<file path="src/sv/sfr_pkg.sv">
`timescale 1ns / 1ps
package sfr_pkg;

  localparam int MAX_PATTERN = 8;
  localparam int BYTE_W      = 8;
  localparam int WORD_W      = MAX_PATTERN * BYTE_W;
  localparam int LEN_W       = 4;
  localparam int FILL_W      = 3;
  localparam int ADDR_W      = 5;
  localparam int DATA_W      = 64;

  localparam logic [1:0] REG_PATTERN_BYTES      = 2'd0;
  localparam logic [1:0] REG_PATTERN_LENGTH     = 2'd1;
  localparam logic [1:0] REG_REPLACEMENT_BYTES  = 2'd2;
  localparam logic [1:0] REG_REPLACEMENT_LENGTH = 2'd3;

  typedef struct packed {
    logic [WORD_W-1:0] pat_bytes;
    logic [LEN_W-1:0]  pat_len;
    logic [WORD_W-1:0] rep_bytes;
    logic [LEN_W-1:0]  rep_len;
  } sfr_cfg_t;

  // One burst of output bytes for the back end; count 0 with last set is
  // the empty end marker.
  typedef struct packed {
    logic [WORD_W-1:0] bytes;
    logic [LEN_W-1:0]  count;
    logic              last;
  } sfr_cmd_t;

  function automatic logic [LEN_W-1:0] clamp_len(input logic [LEN_W-1:0] v);
    logic [LEN_W-1:0] r;
    r = (v > LEN_W'(MAX_PATTERN)) ? LEN_W'(MAX_PATTERN) : v;
    return r;
  endfunction

endpackage

</file>
<file path="src/sv/stream_find_replace.sv">
`timescale 1ns / 1ps
// channel   direction  handshake              payload
// input     in         push / full            in_byte, in_byte_valid, end_of_string
// result    out        empty / pop            out_byte, out_byte_valid, last
// config    in/out     psel/penable/pready    paddr, pwrite, pwdata, prdata
//
// The front end takes one item per cycle while its two-entry request queue
// has room; each item that yields results becomes one request in the queue.
// The back end loads one request at a time, only when idle, and gives out its
// 1..8 results in turn, each as the result slot is empty or being popped.
// Reset (rst, synchronous) clears the queue, the window fill and the config registers.
// A stalled result holds on the ports; the front keeps going until the queue fills.
module stream_find_replace import sfr_pkg::*; (
  input  logic              clk,
  input  logic              rst,
  input  logic              push,
  output logic              full,
  input  logic [BYTE_W-1:0] in_byte,
  input  logic              in_byte_valid,
  input  logic              end_of_string,
  output logic              empty,
  input  logic              pop,
  output logic [BYTE_W-1:0] out_byte,
  output logic              out_byte_valid,
  output logic              last,
  input  logic              psel,
  input  logic              penable,
  input  logic              pwrite,
  input  logic [ADDR_W-1:0] paddr,
  input  logic [DATA_W-1:0] pwdata,
  output logic [DATA_W-1:0] prdata,
  output logic              pready
);

  logic [WORD_W-1:0] pat_bytes;
  logic [LEN_W-1:0]  pat_len;
  logic [WORD_W-1:0] rep_bytes;
  logic [LEN_W-1:0]  rep_len;
  logic [1:0]        reg_idx;
  logic              reg_wr;
  logic              win_clear;
  sfr_cfg_t          cfg;

  logic              accept;
  logic              q_push;
  logic              q_full;
  logic              q_pop;
  logic              q_empty;
  sfr_cmd_t          q_wr;
  sfr_cmd_t          q_rd;

  assign pready    = 1'b1;
  assign reg_idx   = paddr[4:3];
  assign reg_wr    = psel && penable && pwrite && pready;
  assign win_clear = reg_wr && (reg_idx == REG_PATTERN_LENGTH);

  always_ff @(posedge clk) begin
    if (rst) begin
      pat_bytes <= '0;
      pat_len   <= '0;
      rep_bytes <= '0;
      rep_len   <= '0;
    end else if (reg_wr) begin
      unique case (reg_idx)
        REG_PATTERN_BYTES:      pat_bytes <= pwdata[WORD_W-1:0];
        REG_PATTERN_LENGTH:     pat_len   <= pwdata[LEN_W-1:0];
        REG_REPLACEMENT_BYTES:  rep_bytes <= pwdata[WORD_W-1:0];
        REG_REPLACEMENT_LENGTH: rep_len   <= pwdata[LEN_W-1:0];
      endcase
    end
  end

  always_comb begin
    unique case (reg_idx)
      REG_PATTERN_BYTES:      prdata = DATA_W'(pat_bytes);
      REG_PATTERN_LENGTH:     prdata = DATA_W'(pat_len);
      REG_REPLACEMENT_BYTES:  prdata = DATA_W'(rep_bytes);
      REG_REPLACEMENT_LENGTH: prdata = DATA_W'(rep_len);
    endcase
  end

  assign cfg.pat_bytes = pat_bytes;
  assign cfg.pat_len   = clamp_len(pat_len);
  assign cfg.rep_bytes = rep_bytes;
  assign cfg.rep_len   = clamp_len(rep_len);

  assign full   = q_full;
  assign accept = push && !full;

  sfr_front u_front (
    .clk           (clk),
    .rst           (rst),
    .cfg           (cfg),
    .win_clear     (win_clear),
    .accept        (accept),
    .in_byte       (in_byte),
    .in_byte_valid (in_byte_valid),
    .end_of_string (end_of_string),
    .cmd_push      (q_push),
    .cmd           (q_wr)
  );

  sfr_cmdq u_cmdq (
    .clk     (clk),
    .rst     (rst),
    .wr_en   (q_push),
    .wr_data (q_wr),
    .q_full  (q_full),
    .rd_en   (q_pop),
    .rd_data (q_rd),
    .q_empty (q_empty)
  );

  sfr_back u_back (
    .clk            (clk),
    .rst            (rst),
    .cmd            (q_rd),
    .cmd_empty      (q_empty),
    .cmd_pop        (q_pop),
    .empty          (empty),
    .pop            (pop),
    .out_byte       (out_byte),
    .out_byte_valid (out_byte_valid),
    .last           (last)
  );

  a_no_push_when_full: assert property (@(posedge clk) disable iff (rst)
    q_push |-> !q_full)
    else $error("request pushed into full queue");

  a_no_pop_when_empty: assert property (@(posedge clk) disable iff (rst)
    q_pop |-> !q_empty)
    else $error("request popped from empty queue");

  a_marker_is_last: assert property (@(posedge clk) disable iff (rst)
    (!empty && !out_byte_valid) |-> (last && out_byte == '0))
    else $error("empty marker without last or with nonzero byte");

  a_empty_after_reset: assert property (@(posedge clk)
    (!rst && $past(rst)) |-> empty)
    else $error("result present right after reset");

endmodule

</file>
<file path="src/sv/sfr_front.sv">
`timescale 1ns / 1ps
module sfr_front import sfr_pkg::*; (
  input  logic              clk,
  input  logic              rst,
  input  sfr_cfg_t          cfg,
  input  logic              win_clear,
  input  logic              accept,
  input  logic [BYTE_W-1:0] in_byte,
  input  logic              in_byte_valid,
  input  logic              end_of_string,
  output logic              cmd_push,
  output sfr_cmd_t          cmd
);

  logic [BYTE_W-1:0] window [MAX_PATTERN];
  logic [BYTE_W-1:0] win_app [MAX_PATTERN];
  logic [BYTE_W-1:0] win_next [MAX_PATTERN];
  logic [FILL_W-1:0] fill;
  logic [FILL_W-1:0] fill_next;
  logic [LEN_W-1:0]  cnt_in;
  logic [LEN_W-1:0]  count;
  logic [WORD_W-1:0] win_flat;
  logic              full_win;
  logic              match;
  logic              use_rep;
  logic              slide;

  always_comb begin
    win_app = window;
    if (in_byte_valid) begin
      win_app[fill] = in_byte;
    end
    cnt_in = LEN_W'(fill) + LEN_W'(in_byte_valid);

    match = 1'b1;
    for (int i = 0; i < MAX_PATTERN; i++) begin
      if (LEN_W'(i) < cfg.pat_len &&
          win_app[i] != cfg.pat_bytes[i*BYTE_W +: BYTE_W]) begin
        match = 1'b0;
      end
      win_flat[i*BYTE_W +: BYTE_W] = win_app[i];
    end

    full_win = in_byte_valid && (cfg.pat_len != '0) && (cnt_in == cfg.pat_len);
    use_rep  = 1'b0;
    slide    = 1'b0;

    priority if (cfg.pat_len == '0) begin
      count     = cnt_in;
      fill_next = '0;
    end else if (full_win && match) begin
      use_rep   = 1'b1;
      count     = cfg.rep_len;
      fill_next = '0;
    end else if (full_win) begin
      // oldest byte leaves; at end the rest of the window follows it
      slide     = !end_of_string;
      count     = end_of_string ? cnt_in : LEN_W'(1);
      fill_next = end_of_string ? '0 : FILL_W'(cnt_in - LEN_W'(1));
    end else begin
      count     = end_of_string ? cnt_in : '0;
      fill_next = end_of_string ? '0 : FILL_W'(cnt_in);
    end

    for (int i = 0; i < MAX_PATTERN; i++) begin
      if (slide && i < MAX_PATTERN - 1) begin
        win_next[i] = win_app[i+1];
      end else begin
        win_next[i] = win_app[i];
      end
    end

    cmd.bytes = use_rep ? cfg.rep_bytes : win_flat;
    cmd.count = count;
    cmd.last  = end_of_string;
    cmd_push  = accept && (end_of_string || count != '0);
  end

  always_ff @(posedge clk) begin
    if (rst || win_clear) begin
      fill <= '0;
    end else if (accept) begin
      fill <= fill_next;
    end
  end

  always_ff @(posedge clk) begin
    if (accept) begin
      window <= win_next;
    end
  end

endmodule

</file>
<file path="src/sv/sfr_cmdq.sv">
`timescale 1ns / 1ps
module sfr_cmdq import sfr_pkg::*; (
  input  logic     clk,
  input  logic     rst,
  input  logic     wr_en,
  input  sfr_cmd_t wr_data,
  output logic     q_full,
  input  logic     rd_en,
  output sfr_cmd_t rd_data,
  output logic     q_empty
);

  sfr_cmd_t   slots [2];
  logic       wr_ptr;
  logic       rd_ptr;
  logic [1:0] used;

  assign q_full  = (used == 2'd2);
  assign q_empty = (used == 2'd0);
  assign rd_data = slots[rd_ptr];

  always_ff @(posedge clk) begin
    if (rst) begin
      wr_ptr <= 1'b0;
      rd_ptr <= 1'b0;
      used   <= 2'd0;
    end else begin
      if (wr_en) begin
        wr_ptr <= ~wr_ptr;
      end
      if (rd_en) begin
        rd_ptr <= ~rd_ptr;
      end
      unique case ({wr_en, rd_en})
        2'b10:   used <= used + 2'd1;
        2'b01:   used <= used - 2'd1;
        default: used <= used;
      endcase
    end
  end

  always_ff @(posedge clk) begin
    if (wr_en) begin
      slots[wr_ptr] <= wr_data;
    end
  end

endmodule

</file>
<file path="src/sv/sfr_back.sv">
`timescale 1ns / 1ps
module sfr_back import sfr_pkg::*; (
  input  logic              clk,
  input  logic              rst,
  input  sfr_cmd_t          cmd,
  input  logic              cmd_empty,
  output logic              cmd_pop,
  output logic              empty,
  input  logic              pop,
  output logic [BYTE_W-1:0] out_byte,
  output logic              out_byte_valid,
  output logic              last
);

  logic              busy;
  logic [WORD_W-1:0] cur_bytes;
  logic [LEN_W-1:0]  rem;
  logic              cur_last;
  logic              out_full;
  logic              slot_free;

  assign empty     = !out_full;
  assign slot_free = !out_full || pop;
  assign cmd_pop   = !busy && !cmd_empty;

  always_ff @(posedge clk) begin
    if (rst) begin
      busy     <= 1'b0;
      out_full <= 1'b0;
    end else begin
      // a new result fills the slot; a pop with nothing behind it drains it
      out_full <= (busy && slot_free) || (out_full && !pop);
      if (busy && slot_free) begin
        // rem of zero only occurs for the empty end marker
        out_byte       <= (rem != '0) ? cur_bytes[BYTE_W-1:0] : '0;
        out_byte_valid <= (rem != '0);
        last           <= cur_last && (rem <= LEN_W'(1));
        cur_bytes      <= {{BYTE_W{1'b0}}, cur_bytes[WORD_W-1:BYTE_W]};
        if (rem != '0) begin
          rem <= rem - LEN_W'(1);
        end
        if (rem <= LEN_W'(1)) begin
          busy <= 1'b0;
        end
      end else if (cmd_pop) begin
        busy      <= 1'b1;
        cur_bytes <= cmd.bytes;
        rem       <= cmd.count;
        cur_last  <= cmd.last;
      end
    end
  end

endmodule

</file>
<file path="config.mk">
export PLATFORM = sky130hd
export DESIGN_NAME = stream_find_replace
export DESIGN_NICKNAME = d
export VERILOG_FILES = /design/src/sv/sfr_pkg.sv /design/src/sv/stream_find_replace.sv /design/src/sv/sfr_front.sv /design/src/sv/sfr_cmdq.sv /design/src/sv/sfr_back.sv
export SDC_FILE = /design/constraint.sdc
export NUM_CORES = 1
export LEC_CHECK = 0
export BUFFER_PORTS_ARGS = -buffer_cell sky130_fd_sc_hd__buf_2
export CAP_MARGIN = 20
export CORE_ASPECT_RATIO = 0.75
export CORE_MARGIN = 5
export CORE_UTILIZATION = 55
export CTS_CLUSTER_SIZE = 12
export DETAILED_ROUTE_END_ITERATION = 16
export PLACE_DENSITY = 0.77
export SLEW_MARGIN = 40
export SYNTH_ARGS = -nofsm -noshare
export SYNTH_HDL_FRONTEND = slang
export SYNTH_HIERARCHICAL = 1
export SYNTH_SLANG_ARGS = --single-unit
</file>
<file path="constraint.sdc">
create_clock -name clk -period 8.31 [get_ports clk]
set_input_delay 0.4155 -clock clk [delete_from_list [all_inputs] [get_ports clk]]
set_output_delay 0.4155 -clock clk [all_outputs]
set_load 0.05 [all_outputs]
</file>
Word level (Yosys, flattened, before mapping)
Memory sizes are Yosys's and may differ from the RTL's. A register that Yosys moved wholly into a read port is not among the register bits.
Cells that the tools add are included.

word-level totals
  input bits = 86
  register bits after elaboration = 288
  RAM bits = 138
  memories kept = 1
  word-level logic and storage cells = 165
  output and inout bits = 77

cells by class
  bitwise operators = 5
  reductions and logical operators = 48
  add/subtract/negate cells = 5
  order comparisons = 13
  equality and inequality tests = 17
  mux-type cells = 51

memory list
  memory        depth  bits a word  rd ports  clocked after memory_dff  write ports  RTL line        text
  u_cmdq.slots  2      69           1         1                         1            sfr_cmdq.sv:13  sfr_cmd_t slots [2];

operators with widths
  kind                                                                 number
  64-bit one-hot mux with 4 select lines                               1
  64-bit two-way mux                                                   3
  64-bit bitwise mux                                                   1
  8-bit two-way mux                                                    8
  8-bit inequality test                                                8
  56-bit two-way mux                                                   1
  4-bit two-way mux                                                    10
  8-bit demux with 3-bit select                                        1
  1-bit logical AND                                                    21
  1-bit two-way mux                                                    20
  3-bit by 4-bit < comparator with 1-bit output, first input constant  4
  3-bit two-way mux                                                    5
  2-bit AND reduction                                                  7
  4-bit nonzero test                                                   3
  2-bit == test, second input constant                                 4
  4-bit greater-than comparator, second input constant                 2
  1-bit by 4-bit < comparator with 1-bit output, first input constant  2
  2-bit by 4-bit < comparator with 1-bit output, first input constant  2
  1-bit logical NOT                                                    6
  3-bit AND reduction                                                  2
  3-bit by 1-bit adder with 4-bit output                               1
  2-bit by 1-bit == test with 1-bit output, second input constant      2
  4-bit == test                                                        1
  4-bit >= comparator, second input constant                           1
  14 further kinds                                                     23

Longest topological paths before layout
  word-level depth = 25
  gate-level depth with buffers = 19

By module
Netlist, hierarchy kept.

by module, submodules not included
  module               sequential area each (um2)  cells an instance  times used  area an instance (um2)
  sfr_front            1981.9                      873                1           6994.2
  stream_find_replace  2722.6                      746                1           6767.7
  sfr_cmdq             4244.1                      237                1           5178.7
  sfr_back             2412.3                      198                1           3698.5

Worst setup path after synthesis
Ideal clock, no wire load.

  path kind = register to register
  start = register u_cmdq.used[0]
  end = memory u_cmdq/slots[0][0] (netlist name), enable pin
  clock period less this slack = 8.033 ns
  path slack = 0.277 ns
  cell stages (with the launch flop) = 7
  setup time = 0.496 ns
  required time = 7.814 ns
  path buffers = 0
  arrival time = 7.537 ns
  cell sequence = dfxtp_1 -> and2b_2 -> nor2b_1 -> inv_1 -> a21oi_1 -> inv_1 -> nor2_1

on the way
  word-level cells in the longest chain between the ends = 6

RTL lines
  element                                  RTL line                   text
  start, declared                          sfr_cmdq.sv:16             logic [1:0] used;
  start signal, assigned                   sfr_cmdq.sv:35             2'b10: used <= used + 2'd1;
  start signal, assigned                   sfr_cmdq.sv:36             2'b01: used <= used - 2'd1;
  start signal, assigned                   sfr_cmdq.sv:37             default: used <= used;
  2-bit == test                            sfr_cmdq.sv:18             assign q_full = (used == 2'd2);
  net full                                 stream_find_replace.sv:17  output logic full,
  1-bit logical NOT                        stream_find_replace.sv:88  assign accept = push && !full;
  1-bit logical AND                        stream_find_replace.sv:88
  net accept                               stream_find_replace.sv:44  logic accept;
  1-bit logical AND                        sfr_front.sv:76            cmd_push = accept && (end_of_string || count != '0);
  net q_push                               stream_find_replace.sv:45  logic q_push;
  1-bit two-way mux                        sfr_cmdq.sv:43             if (wr_en) begin
  1-bit two-way mux (implied by the code)  sfr_cmdq.sv:44             slots[wr_ptr] <= wr_data;
  end, declared                            sfr_cmdq.sv:13

The timed path passes the listed nets, and every way through them passes these cells.

Worst setup path after layout
  start = register u_front.fill[2]
  end = memory u_cmdq/slots[0][31] (netlist name), enable pin

on the way
  word-level cells in the longest chain between the ends = 25
  elaborated cells between the ends (all ways) = 46

RTL lines
  element                                                                                                     RTL line                   text
  start, declared                                                                                             sfr_front.sv:18            logic [FILL_W-1:0] fill;
  start signal, assigned                                                                                      sfr_front.sv:83            fill <= fill_next;
  3-bit NOT with 4-bit output (implied by the code)                                                           sfr_front.sv:31            win_app[fill] = in_byte;
  4-bit >= comparator (implied by the code) or 4-bit by 1-bit < comparator with 1-bit output (tied branches)  sfr_front.sv:31
  1-bit logical AND (implied by the code)                                                                     sfr_front.sv:31
  8-bit two-way mux (implied by the code)                                                                     sfr_front.sv:31
  8-bit demux with 3-bit select                                                                               sfr_front.sv:31
  64-bit bitwise mux                                                                                          sfr_front.sv:31
  64-bit two-way mux                                                                                          sfr_front.sv:30            if (in_byte_valid) begin
  8-bit inequality test                                                                                       sfr_front.sv:38            win_app[i] != cfg.pat_bytes[i*BYTE_W +: BYTE_W]) begin
  [10 not listed]                                                                                             n/a
  4-bit two-way mux                                                                                           sfr_front.sv:51            end else if (full_win && match) begin
  4-bit two-way mux (*)                                                                                       sfr_front.sv:48            priority if (cfg.pat_len == '0) begin
  4-bit nonzero test (*)                                                                                      sfr_front.sv:76
  1-bit logical OR (*)                                                                                        sfr_front.sv:76
  1-bit logical AND (*)                                                                                       sfr_front.sv:76
  net q_push                                                                                                  stream_find_replace.sv:45
  1-bit two-way mux (*)                                                                                       sfr_cmdq.sv:43
  1-bit two-way mux (implied by the code) (*)                                                                 sfr_cmdq.sv:44

Mark *: on every way through the listed nets, which the timed path passes. The rest lies on a longest branch.

==> flow_summary.toml <==
[die]
die_x_um = 244
core_area_um2 = 40800
rows = 64
fp.dieArea_um2 = 45400
ios = 163
initial_core_util_pct = 55.5
die_h_um = 186

[cells_and_area]
nets = 2213
drive_above_1_share_pct = 20.0
fin_cells = 2677
syn_to_final_growth_pct = 9.59

[global_route]
grt_use_total_pct = 27.5
grt_overflow = 0
grt_pass1_wl_um = 97100
grt_max_degree = 92
grt_pass1_vias = 15900
antenna_found_initial = 1

[worst_setup_path]
crit_top_cell = "a21oi_1"
required_ns = 8.50
start_kind = "flop"
crit_type = "reg2reg"
worstPathCellList = "nor2b_2 -> and2_1 -> nand2_1 -> mux2i_1 -> a221oi_1 -> a21oi_1 -> or3_4 -> o21bai_1 -> a21oi_1 -> inv_1 -> nor2_4 -> buf_16 -> buf_4"
crit_fanout = 37
slowest_stage = "and2_1"
cp_slowest_stage_delay_ns = 0.65
cp.arrival_ns = 5.83
crit_buf_inv = 3
cp-end-kind = "flop"
critical-path-top-delay-family = "simple AND/OR/NAND/NOR gates"

[sta]
clock_skew_ns = 0.0269
layout_setup_ws_ns = 2.67
grt_setup_unrepaired = "no"
hold_viol_final = 0
timing.final.crit_share_pct = 67.9
report.final.slew_viol_count = 0
finalSetupViolations = 0
slew_headroom_pct = 35.7
fmax_mhz = 177
tightestPinTransition_ns = 0.961
timing.final.crit_period_ns = 5.64
setup_tns_ns = 0

[yosys]
yosys.area.top_type = "edfxtp_1"
avgSynthCellArea_um2 = 11.0
synth_common_cells = "281 x edfxtp_1, 211 x nor2_1, 162 x mux2i_1, 146 x dfxtp_1, 136 x o21ai_0"
synth_top_area_share_pct = 37.3
syn_inst = 2054
ys_ff_latch = 427
async_reset_ff_share_pct = 0
yosys_warnings = 6
synth_area_um2 = 22600
yosysMostFrequentCell = "edfxtp_1"
synth_top_flop_cell = "edfxtp_1"
synth_edf_count = 281
syn-num-nets = 2147
synth.area.top_cells = "edfxtp_1 37%, dfxtp_1 13%, mux2i_1 7.2%"
synth-seq-area-share_pct = 50.2
synth_cell_types = 77

[clock_network]
clk_latency_ns = 0.58
clock-root-buffer = "clkbuf_16"
cts.sinks = 427
holdBufCountCts = 0
cts_tree = "yes"
numCtsBuffers = 44
clockBufferDepth = 3
cts-resized-gates = 0
htree_levels = 2
cts_setup_buffers = 0
clk_pin_slew_worst_paths_ns = 0.06

[pwr]
powerDensity_nw_per_um2 = 255
power.total_w = 0.00632
ir_drop_mv = 0.134
p_leak_nw = 9.82

[flow_run]
max_cap_viol_count = 0

[route]
ant_nets = 0
drc_errors = 0
vias_per_cell = 6.25
first_pass_iters = 6
vias = 16700
routed_wirelength_um = 64600
wire_per_inst_um = 24.1
drt_iter0_drc = 2150

[place]
place_congestion = 0.962
dp_hpwl_um = 43800
io_buffers = 158
place_inst = 2602
pre_cts_ws_ns = 2.44

[min_path]
hp-class = "in2reg"

[outcome]
outcome = "complete, no violations"
path summary, 6_finish.rpt:
kind	slack, ns	start	cells after the start	to
max	2.67	u_front/fill[2]$_SDFFE_PP0P_	13	u_cmdq/slots[0][31]$_DFFE_PP_
min reg2reg	0.49	pat_len[0]$_SDFFE_PP0P_	2	pat_len[0]$_SDFFE_PP0P_
min	0.13	pwdata[19]	3	pat_bytes[19]$_SDFFE_PP0P_
max reg2reg	2.67	u_front/fill[2]$_SDFFE_PP0P_	13	u_cmdq/slots[0][31]$_DFFE_PP_
registers in the layout (all words and copies together) (netlist names), 3 cells and up, named ones only:
signal and count:
pat_len 4, u_cmdq/slots 138, u_back/cur_bytes 64, u_front/fill 3
pat_bytes 64, rep_len 4, u_back/rem 4, u_back/out_byte 8
u_front/window 64, rep_bytes 64
layer usage:
metal	vias up	GRT usage (%)	wire, um	share of wire (%)
met5	-	0	0	0
met4	0	7.04	1540	2.4
met3	119	7.92	8370	13
met2	983	38.5	26500	41
met1	8159	42.0	28200	44
li1	7461	-	-	-
worst register-to-register path, stage by stage, from the launching register on:
cell and delay, ns:
dfxtp_1 0.50, nor2b_2 0.51, and2_1 0.65, nand2_1 0.53, mux2i_1 0.33, a221oi_1 0.15
a21oi_1 0.34, or3_4 0.48, o21bai_1 0.15, a21oi_1 0.26, inv_1 0.14, nor2_4 0.50
buf_16 0.24, buf_4 0.47
area by class of cell:
class / instances / area [um^2]
Multi-Input combinational cell: 1403 / 10100
Timing Repair Buffer: 185 / 1060
Sequential cell: 427 / 11400
Antenna cell: 2 / 5.00
Fill cell: 3229 / 15900
Clock inverter: 8 / 93.8
Inverter: 59 / 221
Tap cell: 528 / 661
Clock buffer: 65 / 1290
stage by stage:
| stage | util, % | hold slack [ns] | area (um^2) |
|---|---|---|---|
| finish | 60.9 | 0.130 | 24800 |
| global route | 60.9 | 0.146 | 24800 |
| CTS | 60.8 | 0.112 | 24800 |
| detailed placement | 57.4 | 0.487 | 23400 |
| global placement | 57.2 | 0.474 | 23300 |
| floorplan | - | 0.458 | 22600 |
report_power, final:
| group | leakage (nW) | total (W) | switching, W | internal (W) |
|---|---|---|---|---|
| Combinational | 5.32 | 0.00140 | 0.000759 | 0.000641 |
| Clock | 0.681 | 0.00194 | 0.000833 | 0.00111 |
| Sequential | 3.81 | 0.00298 | 0.000213 | 0.00277 |
placed cells by master, fill, tap and decap left out, types with 6 or more instances in the layout:
| cell type | count |
|---|---|
| or3_1 | 13 |
| a221oi_1 | 7 |
| nor3_1 | 11 |
| o211ai_1 | 17 |
| nand4_1 | 19 |
| and2_1 | 11 |
| a32o_1 | 8 |
| or2b_1 | 23 |
| o221a_2 | 8 |
| nor4_1 | 8 |
| a22oi_1 | 10 |
| o221ai_1 | 8 |
| nand3_1 | 22 |
| nand3b_1 | 8 |
| buf_2 | 155 |
| ha_1 | 7 |
| buf_4 | 22 |
| dfxtp_1 | 144 |
| clkbuf_16 | 47 |
| edfxtp_1 | 281 |
| mux2_4 | 50 |
| o21ai_0 | 136 |
| inv_1 | 58 |
| a31oi_1 | 49 |
| nor2_1 | 208 |
| o22ai_1 | 11 |
| nor2b_1 | 79 |
| clkbuf_1 | 13 |
| nand2b_1 | 118 |
| nand2_1 | 65 |
| xor2_1 | 35 |
| xnor2_1 | 64 |
| mux2i_1 | 162 |
| a211oi_1 | 6 |
| a21oi_1 | 70 |
| mux2_2 | 94 |
cells by family after synthesis:
family	synth area share (%)
mux	15.8
fa+ha+maj	0.387
buf+inv	5.49
compound gates	9.82
flops	50.2
xor+xnor	3.90
other cells	0.0166
simple gates	14.5
Power figures use the tool's default switching activity.
